--- config.mk ---
export PLATFORM = sky130hd
export DESIGN_NAME = remote_code_pulse_encoder
export DESIGN_NICKNAME = d
export VERILOG_FILES = /design/src/hw/rtl/rcpe_pkg.sv /design/src/hw/rtl/rcpe_cfg.sv /design/src/hw/rtl/rcpe_mul.sv /design/src/hw/rtl/remote_code_pulse_encoder.sv
export SDC_FILE = /design/constraint.sdc
export NUM_CORES = 1
export LEC_CHECK = 0
export ABC_CLOCK_PERIOD_IN_PS = 5100
export BUFFER_PORTS_ARGS = -buffer_cell sky130_fd_sc_hd__buf_2
export CORE_ASPECT_RATIO = 1.2
export CORE_MARGIN = 8
export CORE_UTILIZATION = 40
export CTS_BUF_LIST = sky130_fd_sc_hd__clkbuf_16
export CTS_CLUSTER_DIAMETER = 50
export DETAILED_ROUTE_END_ITERATION = 10
export GPL_TIMING_DRIVEN = 0
export HOLD_SLACK_MARGIN = 0.15
export SYNTH_ARGS = -nofsm -noshare
export SYNTH_HDL_FRONTEND = slang
export SYNTH_SLANG_ARGS = --single-unit
--- constraint.sdc ---
create_clock -name clk -period 5.1 [get_ports clk]
set_input_delay 1.53 -clock clk [delete_from_list [all_inputs] [get_ports clk]]
set_output_delay 1.53 -clock clk [all_outputs]
set_load 0.02 [all_outputs]
--- src/hw/rtl/rcpe_pkg.sv ---
// ----------------------------------------------------------------------------
// rcpe_pkg
// Shared types and constants for the remote code pulse encoder.
// ----------------------------------------------------------------------------
package rcpe_pkg;

    localparam int WIDTH_W    = 15;
    localparam int BASE_W     = 16;
    localparam int MULT_W     = 6;
    localparam int PROD_W     = BASE_W + MULT_W;
    localparam int CODE_W     = 32;
    localparam int SYM_W      = 8;
    localparam int REP_W      = 8;
    localparam int CFG_IDX_W  = 3;
    localparam int CFG_DATA_W = 15;
    localparam int LONG_W     = 4;
    localparam int SYNC_W     = 6;

    localparam logic [CODE_W-1:0] CODE_LIMIT = 32'h00FF_FFFF;

    localparam logic [CFG_IDX_W-1:0] REG_MIN_BASE  = 3'd0;
    localparam logic [CFG_IDX_W-1:0] REG_MAX_BASE  = 3'd1;
    localparam logic [CFG_IDX_W-1:0] REG_LONG_MULT = 3'd2;
    localparam logic [CFG_IDX_W-1:0] REG_SYNC_MULT = 3'd3;

    localparam logic [WIDTH_W-1:0] MIN_BASE_RST  = 15'd100;
    localparam logic [WIDTH_W-1:0] MAX_BASE_RST  = 15'd1000;
    localparam logic [LONG_W-1:0]  LONG_MULT_RST = 4'd3;
    localparam logic [SYNC_W-1:0]  SYNC_MULT_RST = 6'd31;

    typedef struct packed {
        logic [WIDTH_W-1:0] min_base;
        logic [WIDTH_W-1:0] max_base;
        logic [LONG_W-1:0]  long_mult;
        logic [SYNC_W-1:0]  sync_mult;
    } cfg_t;

    typedef struct packed {
        logic              start;
        logic [BASE_W-1:0] a;
        logic [MULT_W-1:0] b;
    } mul_req_t;

endpackage

--- src/hw/rtl/rcpe_cfg.sv ---
// ----------------------------------------------------------------------------
// rcpe_cfg
// Configuration register file, written through a plain write port.
// ----------------------------------------------------------------------------
module rcpe_cfg
    import rcpe_pkg::*;
(
    input  logic                  clk,
    input  logic                  rst_n,
    input  logic                  cfg_wr_en,
    input  logic [CFG_IDX_W-1:0]  cfg_index,
    input  logic [CFG_DATA_W-1:0] cfg_wr_data,
    output cfg_t                  cfg
);

    cfg_t cfg_reg;
    cfg_t cfg_next;

    always_comb
    begin
        cfg_next = cfg_reg;
        if (cfg_wr_en)
        begin
            unique case (cfg_index)
                REG_MIN_BASE:  cfg_next.min_base  = cfg_wr_data[WIDTH_W-1:0];
                REG_MAX_BASE:  cfg_next.max_base  = cfg_wr_data[WIDTH_W-1:0];
                REG_LONG_MULT: cfg_next.long_mult = cfg_wr_data[LONG_W-1:0];
                REG_SYNC_MULT: cfg_next.sync_mult = cfg_wr_data[SYNC_W-1:0];
                default:       cfg_next = cfg_reg;
            endcase
        end
    end

    always_ff @(posedge clk or negedge rst_n)
    begin
        if (!rst_n)
        begin
            cfg_reg.min_base  <= MIN_BASE_RST;
            cfg_reg.max_base  <= MAX_BASE_RST;
            cfg_reg.long_mult <= LONG_MULT_RST;
            cfg_reg.sync_mult <= SYNC_MULT_RST;
        end
        else
        begin
            cfg_reg <= cfg_next;
        end
    end

    assign cfg = cfg_reg;

endmodule

--- src/hw/rtl/rcpe_mul.sv ---
// ----------------------------------------------------------------------------
// rcpe_mul
// Shift-add multiplier, one multiplier bit per cycle.
// ----------------------------------------------------------------------------
module rcpe_mul
    import rcpe_pkg::*;
(
    input  logic              clk,
    input  logic              rst_n,
    input  mul_req_t          req,
    output logic              done,
    output logic [PROD_W-1:0] product
);

    localparam int CNT_W = $clog2(MULT_W);

    logic              run_reg,  run_next;
    logic              done_reg, done_next;
    logic [CNT_W-1:0]  cnt_reg,  cnt_next;
    logic [PROD_W-1:0] acc_reg,  acc_next;
    logic [PROD_W-1:0] a_reg,    a_next;
    logic [MULT_W-1:0] b_reg,    b_next;

    always_comb
    begin
        run_next  = run_reg;
        done_next = 1'b0;
        cnt_next  = cnt_reg;
        acc_next  = acc_reg;
        a_next    = a_reg;
        b_next    = b_reg;
        if (req.start)
        begin
            run_next = 1'b1;
            cnt_next = '0;
            acc_next = '0;
            a_next   = PROD_W'(req.a);
            b_next   = req.b;
        end
        else if (run_reg)
        begin
            if (b_reg[0])
                acc_next = acc_reg + a_reg;
            a_next   = {a_reg[PROD_W-2:0], 1'b0};
            b_next   = {1'b0, b_reg[MULT_W-1:1]};
            cnt_next = cnt_reg + 1'b1;
            if (cnt_reg == CNT_W'(MULT_W - 1))
            begin
                run_next  = 1'b0;
                done_next = 1'b1;
            end
        end
    end

    always_ff @(posedge clk or negedge rst_n)
    begin
        if (!rst_n)
        begin
            run_reg  <= 1'b0;
            done_reg <= 1'b0;
            cnt_reg  <= '0;
        end
        else
        begin
            run_reg  <= run_next;
            done_reg <= done_next;
            cnt_reg  <= cnt_next;
        end
    end

    always_ff @(posedge clk)
    begin
        acc_reg <= acc_next;
        a_reg   <= a_next;
        b_reg   <= b_next;
    end

    assign done    = done_reg;
    assign product = acc_reg;

    a_done_after_run: assert property (@(posedge clk) disable iff (!rst_n)
        done |-> $past(run_reg))
        else $error("multiplier done without a running product");

    a_done_pulse: assert property (@(posedge clk) disable iff (!rst_n)
        done |=> !done)
        else $error("multiplier done held longer than one cycle");

    a_no_restart: assert property (@(posedge clk) disable iff (!rst_n)
        done |-> !run_reg)
        else $error("multiplier still running when done");

endmodule

--- src/hw/rtl/remote_code_pulse_encoder.sv ---
// ----------------------------------------------------------------------------
// remote_code_pulse_encoder
// Validates a transmit request and emits its pulse train, or a single result
// when the request is rejected.
// Sequence: the long and sync widths are formed in turn as shift-add
//   products on the shared multiplier, then checked; a rejected request
//   gives its single result, an accepted one its pulse train, one pulse
//   per cycle. A new request is accepted only while the sequencer is
//   idle, once the last result of the request before has been shown.
// Reset: rst_n clears the sequencer and loads register defaults.
// Results cannot be stalled: each is shown for one cycle with pulse_valid.
module remote_code_pulse_encoder
    import rcpe_pkg::*;
#(
    parameter int CODE_BITS = 24
)
(
    input  logic                  clk,
    input  logic                  rst_n,
    input  logic                  start,
    output logic                  busy,
    input  logic [CODE_W-1:0]     code_word,
    input  logic [SYM_W-1:0]      symbol_count,
    input  logic [BASE_W-1:0]     base_pulse_us,
    input  logic [REP_W-1:0]      repeat_count,
    input  logic                  cfg_wr_en,
    input  logic [CFG_IDX_W-1:0]  cfg_index,
    input  logic [CFG_DATA_W-1:0] cfg_wr_data,
    output logic                  pulse_valid,
    output logic                  level_high,
    output logic [WIDTH_W-1:0]    width_us,
    output logic                  last_pulse,
    output logic                  rejected,
    output logic [REP_W-1:0]      repeats_out
);

    localparam int NUM_PULSES = 2 * CODE_BITS + 2;
    localparam int PCW        = $clog2(NUM_PULSES);

    localparam logic [2:0] ST_IDLE     = 3'd0;
    localparam logic [2:0] ST_MUL_LONG = 3'd1;
    localparam logic [2:0] ST_MUL_SYNC = 3'd2;
    localparam logic [2:0] ST_CHECK    = 3'd3;
    localparam logic [2:0] ST_EMIT     = 3'd4;

    cfg_t              cfg;
    mul_req_t          mul_req;
    logic              mul_done;
    logic [PROD_W-1:0] mul_prod;

    logic [2:0]           state_reg, state_next;
    logic [PCW-1:0]       cnt_reg,   cnt_next;
    logic [CODE_BITS-1:0] code_reg,  code_next;
    logic [CODE_W-1:0]    word_reg,  word_next;
    logic [SYM_W-1:0]     syms_reg,  syms_next;
    logic [BASE_W-1:0]    t_reg,     t_next;
    logic [REP_W-1:0]     reps_reg,  reps_next;
    logic [PROD_W-1:0]    tl_reg,    tl_next;
    logic [PROD_W-1:0]    ts_reg,    ts_next;

    logic                 valid_reg, valid_next;
    logic                 level_reg, level_next;
    logic [WIDTH_W-1:0]   width_reg, width_next;
    logic                 last_reg,  last_next;
    logic                 rej_reg,   rej_next;
    logic [REP_W-1:0]     rout_reg,  rout_next;

    logic accept;
    logic ok;
    logic bit_one;

    rcpe_cfg u_cfg (
        .clk         (clk),
        .rst_n       (rst_n),
        .cfg_wr_en   (cfg_wr_en),
        .cfg_index   (cfg_index),
        .cfg_wr_data (cfg_wr_data),
        .cfg         (cfg)
    );

    rcpe_mul u_mul (
        .clk     (clk),
        .rst_n   (rst_n),
        .req     (mul_req),
        .done    (mul_done),
        .product (mul_prod)
    );

    assign busy    = (state_reg != ST_IDLE);
    assign accept  = start && !busy;
    assign bit_one = code_reg[CODE_BITS-1];

    // all widths must be in 1..32767
    assign ok = (syms_reg == SYM_W'(CODE_BITS))
             && (t_reg >= BASE_W'(cfg.min_base))
             && (t_reg <= BASE_W'(cfg.max_base))
             && (reps_reg != '0)
             && (word_reg <= CODE_LIMIT)
             && (t_reg != '0) && !t_reg[BASE_W-1]
             && (tl_reg != '0) && (tl_reg[PROD_W-1:WIDTH_W] == '0)
             && (ts_reg != '0) && (ts_reg[PROD_W-1:WIDTH_W] == '0);

    always_comb
    begin
        mul_req.start = 1'b0;
        mul_req.a     = t_reg;
        mul_req.b     = MULT_W'(cfg.sync_mult);
        if (accept)
        begin
            mul_req.start = 1'b1;
            mul_req.a     = base_pulse_us;
            mul_req.b     = MULT_W'(cfg.long_mult);
        end
        else if (state_reg == ST_MUL_LONG && mul_done)
        begin
            mul_req.start = 1'b1;
        end
    end

    always_comb
    begin
        state_next = state_reg;
        cnt_next   = cnt_reg;
        code_next  = code_reg;
        word_next  = word_reg;
        syms_next  = syms_reg;
        t_next     = t_reg;
        reps_next  = reps_reg;
        tl_next    = tl_reg;
        ts_next    = ts_reg;
        valid_next = 1'b0;
        level_next = level_reg;
        width_next = width_reg;
        last_next  = last_reg;
        rej_next   = rej_reg;
        rout_next  = rout_reg;

        unique case (state_reg)
            ST_IDLE:
            begin
                if (accept)
                begin
                    word_next  = code_word;
                    code_next  = code_word[CODE_BITS-1:0];
                    syms_next  = symbol_count;
                    t_next     = base_pulse_us;
                    reps_next  = repeat_count;
                    state_next = ST_MUL_LONG;
                end
            end
            ST_MUL_LONG:
            begin
                if (mul_done)
                begin
                    tl_next    = mul_prod;
                    state_next = ST_MUL_SYNC;
                end
            end
            ST_MUL_SYNC:
            begin
                if (mul_done)
                begin
                    ts_next    = mul_prod;
                    state_next = ST_CHECK;
                end
            end
            ST_CHECK:
            begin
                if (ok)
                begin
                    cnt_next   = '0;
                    state_next = ST_EMIT;
                end
                else
                begin
                    valid_next = 1'b1;
                    level_next = 1'b0;
                    width_next = '0;
                    last_next  = 1'b1;
                    rej_next   = 1'b1;
                    rout_next  = '0;
                    state_next = ST_IDLE;
                end
            end
            ST_EMIT:
            begin
                valid_next = 1'b1;
                rej_next   = 1'b0;
                last_next  = 1'b0;
                rout_next  = '0;
                level_next = !cnt_reg[0];
                cnt_next   = cnt_reg + 1'b1;
                if (cnt_reg == PCW'(NUM_PULSES - 1))
                begin
                    // sync low
                    width_next = ts_reg[WIDTH_W-1:0];
                    last_next  = 1'b1;
                    rout_next  = reps_reg;
                    state_next = ST_IDLE;
                end
                else if (cnt_reg == PCW'(NUM_PULSES - 2))
                begin
                    width_next = t_reg[WIDTH_W-1:0];
                end
                else if (!cnt_reg[0])
                begin
                    width_next = bit_one ? tl_reg[WIDTH_W-1:0] : t_reg[WIDTH_W-1:0];
                end
                else
                begin
                    width_next = bit_one ? t_reg[WIDTH_W-1:0] : tl_reg[WIDTH_W-1:0];
                    code_next  = code_reg << 1;
                end
            end
            default:
            begin
                state_next = ST_IDLE;
            end
        endcase
    end

    always_ff @(posedge clk or negedge rst_n)
    begin
        if (!rst_n)
        begin
            state_reg <= ST_IDLE;
            cnt_reg   <= '0;
            valid_reg <= 1'b0;
        end
        else
        begin
            state_reg <= state_next;
            cnt_reg   <= cnt_next;
            valid_reg <= valid_next;
        end
    end

    always_ff @(posedge clk)
    begin
        code_reg  <= code_next;
        word_reg  <= word_next;
        syms_reg  <= syms_next;
        t_reg     <= t_next;
        reps_reg  <= reps_next;
        tl_reg    <= tl_next;
        ts_reg    <= ts_next;
        level_reg <= level_next;
        width_reg <= width_next;
        last_reg  <= last_next;
        rej_reg   <= rej_next;
        rout_reg  <= rout_next;
    end

    assign pulse_valid = valid_reg;
    assign level_high  = level_reg;
    assign width_us    = width_reg;
    assign last_pulse  = last_reg;
    assign rejected    = rej_reg;
    assign repeats_out = rout_reg;

    a_reject_item: assert property (@(posedge clk) disable iff (!rst_n)
        pulse_valid && rejected |-> last_pulse && width_us == '0 && !level_high)
        else $error("malformed rejected request result");

    a_pulse_nonzero: assert property (@(posedge clk) disable iff (!rst_n)
        pulse_valid && !rejected |-> width_us != '0)
        else $error("zero width pulse on accepted request");

    a_accept_busy: assert property (@(posedge clk) disable iff (!rst_n)
        accept |=> busy)
        else $error("sequencer not busy after accepting a request");

    a_last_ends: assert property (@(posedge clk) disable iff (!rst_n)
        pulse_valid && last_pulse |-> !busy || $past(accept))
        else $error("last result while the request is still in progress");

endmodule

### Word-level counts from Yosys, hierarchy flattened

Index checks and enable logic that the tools add are counted.

| storage, ports and cells | value |
|---|---|
| register bits | 263 |
| input port bits | 86 |
| word-level logic and storage cells | 137 |
| output and inout port bits | 28 |

| operators by class | value |
|---|---|
| add/subtract/negate cells | 3 |
| eq/ne operators | 20 |
| magnitude comparators | 3 |
| mux-type cells | 46 |
| reductions and logical operators | 39 |

Operator list:

| operator | count |
|---|---|
| 2-to-1 mux 24 bit | 4 |
| 2-to-1 mux 15 bit | 6 |
| case mux 24 bit (2 select lines) | 1 |
| nonzero test 22 bit | 2 |
| less-or-equal comparator 32 x 24 -> 1 bit (second input constant) | 1 |
| 2-to-1 mux 16 bit | 2 |
| case mux 15 bit (2 select lines) | 1 |
| adder 22 bit | 1 |
| 2-to-1 mux 22 bit | 1 |
| 2-to-1 mux 3 bit | 7 |
| AND reduction 2 bit | 10 |
| 2-to-1 mux 6 bit | 3 |
| >= comparator 16 x 15 -> 1 bit | 1 |
| less-or-equal comparator 16 x 15 -> 1 bit | 1 |
| 2-to-1 mux 8 bit | 2 |
| case mux 8 bit (2 select lines) | 1 |
| nonzero test 16 bit | 1 |
| case mux 3 bit (5 select lines) | 1 |
| logical NOT 7 bit | 2 |
| != test 2 bit (second input constant) | 7 |
| == test 3 x 2 -> 1 bit (second input constant) | 4 |
| == test 6 bit (second input constant) | 2 |
| logical AND 1 bit | 12 |
| 2-to-1 mux 1 bit | 12 |
| 15 further kinds | 26 |

### Longest topological paths before layout

| depth | value |
|---|---|
| depth in word-level cells | 13 |
| depth in mapped cells | 11 |
| gate-level depth less buffers | 11 |

### Cells and area by module

Synthesis repeated with hierarchy kept, for this count alone.

| unflattened totals | value |
|---|---|
| cell total of the unflattened synthesis | 898 |
| area, all modules | 11269.6 um^2 |

By module, submodules not included:

| module | sequential area each (um^2) | area an instance (um^2) | instances | cells an instance |
|---|---|---|---|---|
| remote_code_pulse_encoder | 4274.1 | 6548.8 | 1 | 497 |
| rcpe_mul | 1346.3 | 3166.8 | 1 | 314 |
| rcpe_cfg | 1021.0 | 1554.0 | 1 | 87 |

### Worst setup path before layout

No wires, ideal clock.

| path | value |
|---|---|
| kind | register to register |
| from | register t_reg[0] |
| to | register last_reg, in the netlist last_pulse (enable) |
| stages on the path, launching flop included | 11 |
| required time | 4.655 ns |
| path buffers | 0 |
| arrival time | 3.599 ns |
| period minus slack after synthesis | 4.044 ns |
| setup slack | 1.056 ns |
| setup time | 0.445 ns |
| cells stage by stage | edfxtp_1 > inv_1 > ha_1 > nand2b_1 > a21o_1 > a21oi_1 > o21ai_0 > o41ai_1 > and3_1 > nor2_1 > o21ai_0 |

| on the way | value |
|---|---|
| cells in the longest elaborated chain, start to end | 13 |
| elaborated cells between the ends (all ways) | 15 |
| those cells by class | order compare (2); eq/ne (1); reduce/logical (12) |

Ends and longest elaborated chain:

| item | line | source |
|---|---|---|
| start: declaration | remote_code_pulse_encoder.sv:56 | `logic [BASE_W-1:0] t_reg, t_next;` |
| start signal: assignment | remote_code_pulse_encoder.sv:243 | `t_reg <= t_next;` |
| >= comparator 16 x 15 -> 1 bit | remote_code_pulse_encoder.sv:95 | `&& (t_reg >= BASE_W'(cfg.min_base))` |
| logical AND 1 bit | remote_code_pulse_encoder.sv:95 |  |
| logical AND 1 bit | remote_code_pulse_encoder.sv:96 | `&& (t_reg <= BASE_W'(cfg.max_base))` |
| logical AND 1 bit | remote_code_pulse_encoder.sv:97 | `&& (reps_reg != '0)` |
| logical AND 1 bit | remote_code_pulse_encoder.sv:98 | `&& (word_reg <= CODE_LIMIT)` |
| logical AND 1 bit * (2 in a row) | remote_code_pulse_encoder.sv:99 | `&& (t_reg != '0) && !t_reg[BASE_W-1]` |
| logical AND 1 bit * (2 in a row) | remote_code_pulse_encoder.sv:100 | `&& (tl_reg != '0) && (tl_reg[PROD_W-1:WIDTH_W] == '0)` |
| logical AND 1 bit * (2 in a row) | remote_code_pulse_encoder.sv:101 | `&& (ts_reg != '0) && (ts_reg[PROD_W-1:WIDTH_W] == '0);` |
| != test 2 bit (no source line) * | - |  |
| AND reduction 2 bit (no source line) * | - |  |
| end signal: assignment | remote_code_pulse_encoder.sv:249 | `last_reg <= last_next;` |
| end: declaration | remote_code_pulse_encoder.sv:64 | `logic last_reg, last_next;` |

Mark *: on every way between the ends. The rest lies on a longest branch, timed or not.
A chain may end at the register's enable or synchronous reset.

### Worst setup path in the final report

| path | value |
|---|---|
| from | register state_reg[2] |
| to | output port busy |

| on the way | value |
|---|---|
| cells in the longest elaborated chain, start to end | 1 |

Ends and longest elaborated chain:

| item | line | source |
|---|---|---|
| start: declaration | remote_code_pulse_encoder.sv:51 | `logic [2:0] state_reg, state_next;` |
| start signal: assignment | remote_code_pulse_encoder.sv:232 | `state_reg <= state_next;` |
| nonzero test 3 bit | remote_code_pulse_encoder.sv:89 | `assign busy = (state_reg != ST_IDLE);` |
| end: declaration | remote_code_pulse_encoder.sv:21 | `output logic busy,` |

Every way passes these cells.

==> reports/qor.csv <==
stage,metric,value,unit
drt,Via-to-Cell Ratio,5.20,
timing,final setup violation count,0,
status,status,"complete, no violations",
clocking,H-tree depth,1,
clocking,TritonCTS clock tree,yes,
drt,Routed Antenna Nets,0,
timing,RSZ-0062 raised after global routing,no,
floorplanning,Core Area,0.0270,mm2
clocking,CTS Sinks,239,
floorplanning,FP Rows,66,
floorplanning,die width,167,um
clocking,latest clock arrival within the worst-skew pair,530,ps
place,Place WS,1420,ps
drt,Wirelength per Cell,18.3,um
drt,WL met2,12800,um
timing,Max Clk Rate,309,MHz
clocking,# resized after CTS,0,
floorplanning,overall die height,197,um
finish,most frequent cells in the layout,"nand2_1 (174), edfxtp_1 (156), buf_2 (113)",
synth,Post-synth EDFFs,156,
hold_path,Hold Path Class,reg -> reg,
synth,Ys Warns,0,
place,I/O Buffers,113,
synth,register area share after synthesis,60.6,%
grt,antenna violations before repair,2,
worst_setup_path,worst-path fanout max,8,
hold_path,Hold Path Stages,1,
worst_setup_path,class of the most critical setup path,reg -> out,
finish,number of diodes,0,
timing,worst setup margin,1870,ps
run,max-cap viol count,0,
synth,synthesized instance count,953,
synth,Synth async-reset ratio,23.0,%
finish,fraction of layout cells with a size suffix above 1,17.9,%
place,gpl congestion,0.854,
clocking,CTS Root Cell,clkbuf_16,
drt,WL met3,1360,um
timing,Final Max Slew Viols,0,
clocking,postcts setup bufs,0,
drt,routed vias,7582,
grt,GRT Overall Usage,16.0,%
power,Worst VDD drop,0.225,mV
clocking,CTS buffer count,26,
grt,vias in the first global route,7675,
clocking,Max clock buf depth,3,
finish,count of filler cells inserted in the layout,2466,
floorplanning,Initial Utilization,40.6,%
synth,syn_nets,1096,
synth,Syn Area/Cell,11.5,um2
drt,Iter 0 DRT Violations,515,
grt,largest net degree at the start of global routing,56,
place,"Cell Area, Placed",0.0120,mm2
finish,max reg flops,40,
timing,Worst-Margin Slew,1060,ps
drt,top layer in use,met5,
drt,DR DRC count,0,
timing,Fin Clk Skew,13.2,ps
grt,first-pass GRT wire length,42300,um
drt,WL met1,11700,um
timing,final worst path period share,63.4,%
floorplanning,I/O pin count,114,
synth,ys flop type,edfxtp_1,
synth,Mapped Area,0.0110,mm2
worst_setup_path,Setup crit start kind,flop,
synth,unique cell type count in the Yosys netlist,60,
worst_setup_path,R2R cell count,11,
power,leakage power,5.28,nW
clocking,Worst-path clk slew,60,ps
finish,NumNets Final,1241,
drt,drt pass-1 iters,6,
worst_setup_path,Worst setup EP type,output port,
place,Post-DP HPWL,20000,um
finish,post-route cell area,0.0129,mm2
timing,final-report hold violation count,0,
worst_setup_path,"Req. time, crit path",3570,ps
drt,Post-Route WL,26700,um
timing,min Tclk post-route,3230,ps
finish,"most common cell after layout, fill and taps aside",nand2_1,
timing,slew margin rel.,29.4,%
floorplanning,die area,0.0330,mm2
power,Pwr per Cell Area,529,mW/mm2
synth,Synth Register Bits,239,
grt,grt ovf,0,
worst_setup_path,CP arrival,1700,ps
finish,area grow syn2layout,18.1,%
clocking,CTS Hold Bufs,0,
[worst paths after layout]
check	from	to	slack, ps
worst max-delay path	state_reg[2]	busy	1870
worst min-delay path	cnt_reg[5]	cnt_reg[5]	480
min in group asynchronous	rst_n	u_cfg.cfg[9]	1070
max in group asynchronous	rst_n	pulse_valid	3550
worst min register to register	cnt_reg[5]	cnt_reg[5]	480
worst max register to register	t_reg[0]	width_us[3]	1980
[area by class of cell]
type	count	area (um2)	share of cell area [%]
flip-flops and latches	239	6640	51.3
multi-input cells	634	4040	31.2
clock buffers	29	726	5.61
repair buffers	117	629	4.86
well taps	340	425	3.29
clock inverters	18	181	1.40
inverters	44	165	1.28
plain buffers	36	139	1.07
[synthesized netlist by cell type (3+ instances only)]
master	instances	area share (%)
nor2_1	59	2.0
a21oi_1	26	1.2
xor2_1	7	0.56
mux2_2	14	1.4
mux2i_1	26	2.4
and2_1	8	0.46
nor3_1	13	0.59
a21o_1	11	0.75
nor2b_1	6	0.34
and3_1	13	0.74
nand4b_1	3	0.24
nand4_1	6	0.34
nor4_1	18	1.0
clkbuf_1	32	1.1
inv_1	44	1.5
dfstp_2	16	3.8
xnor2_1	10	0.80
edfxtp_1	156	43
o21ai_0	63	2.9
a211oi_1	26	1.8
dfrtp_1	39	8.9
o21bai_1	3	0.21
o21ai_1	3	0.14
nor4bb_1	4	0.37
nand2_1	174	6.0
ha_1	56	6.4
nand3_1	14	0.64
buf_1	3	0.10
or3_1	4	0.23
o31ai_1	3	0.21
o21a_1	10	0.69
a22oi_1	20	1.4
dfxtp_1	28	5.1
[critical path, cell delays in order, from the launching register on]
cell,delay (ps)
dfrtp_1,360
clkbuf_1,200
or3_1,430
buf_2,200
[metal layers]
metal	GRT usage, %	up-vias
met5	0	-
met4	5.58	4
met3	3.34	47
met2	27.3	163
met1	20.0	3600
li1	-	3768
[stage by stage]
stage	power, mW	utilization (%)	hold slack, ps	setup TNS (ps)	instances
after CTS	6.89	47.9	481	0	1457
final	6.84	47.9	479	0	1457
after global placement	4.86	44.2	460	-3230	1406
after detailed placement	4.91	44.6	469	0	1410
after global routing	7.28	47.9	508	0	1457
after floorplan	4.32	-	442	0	953
[cell families (layout without fill, tap and decap cells)]
kind of cell,count (synthesis),after routing,synth area share [%]
DFF,239,239,60.6
and+or+nand+nor,334,334,14.0
buffers and inverters,80,244,2.75
adders and majority gates,57,57,6.58
AOI/OAI and AO/OA,186,186,10.8
muxes,40,40,3.81
xor gates and xnor gates,17,17,1.36
[where the power goes]
part | switching (mW) | internal, mW
Clock | 0.776 | 1.18
Sequential | 0.271 | 2.61
Combinational | 1.20 | 0.809
Power figures use the tool's default switching activity.
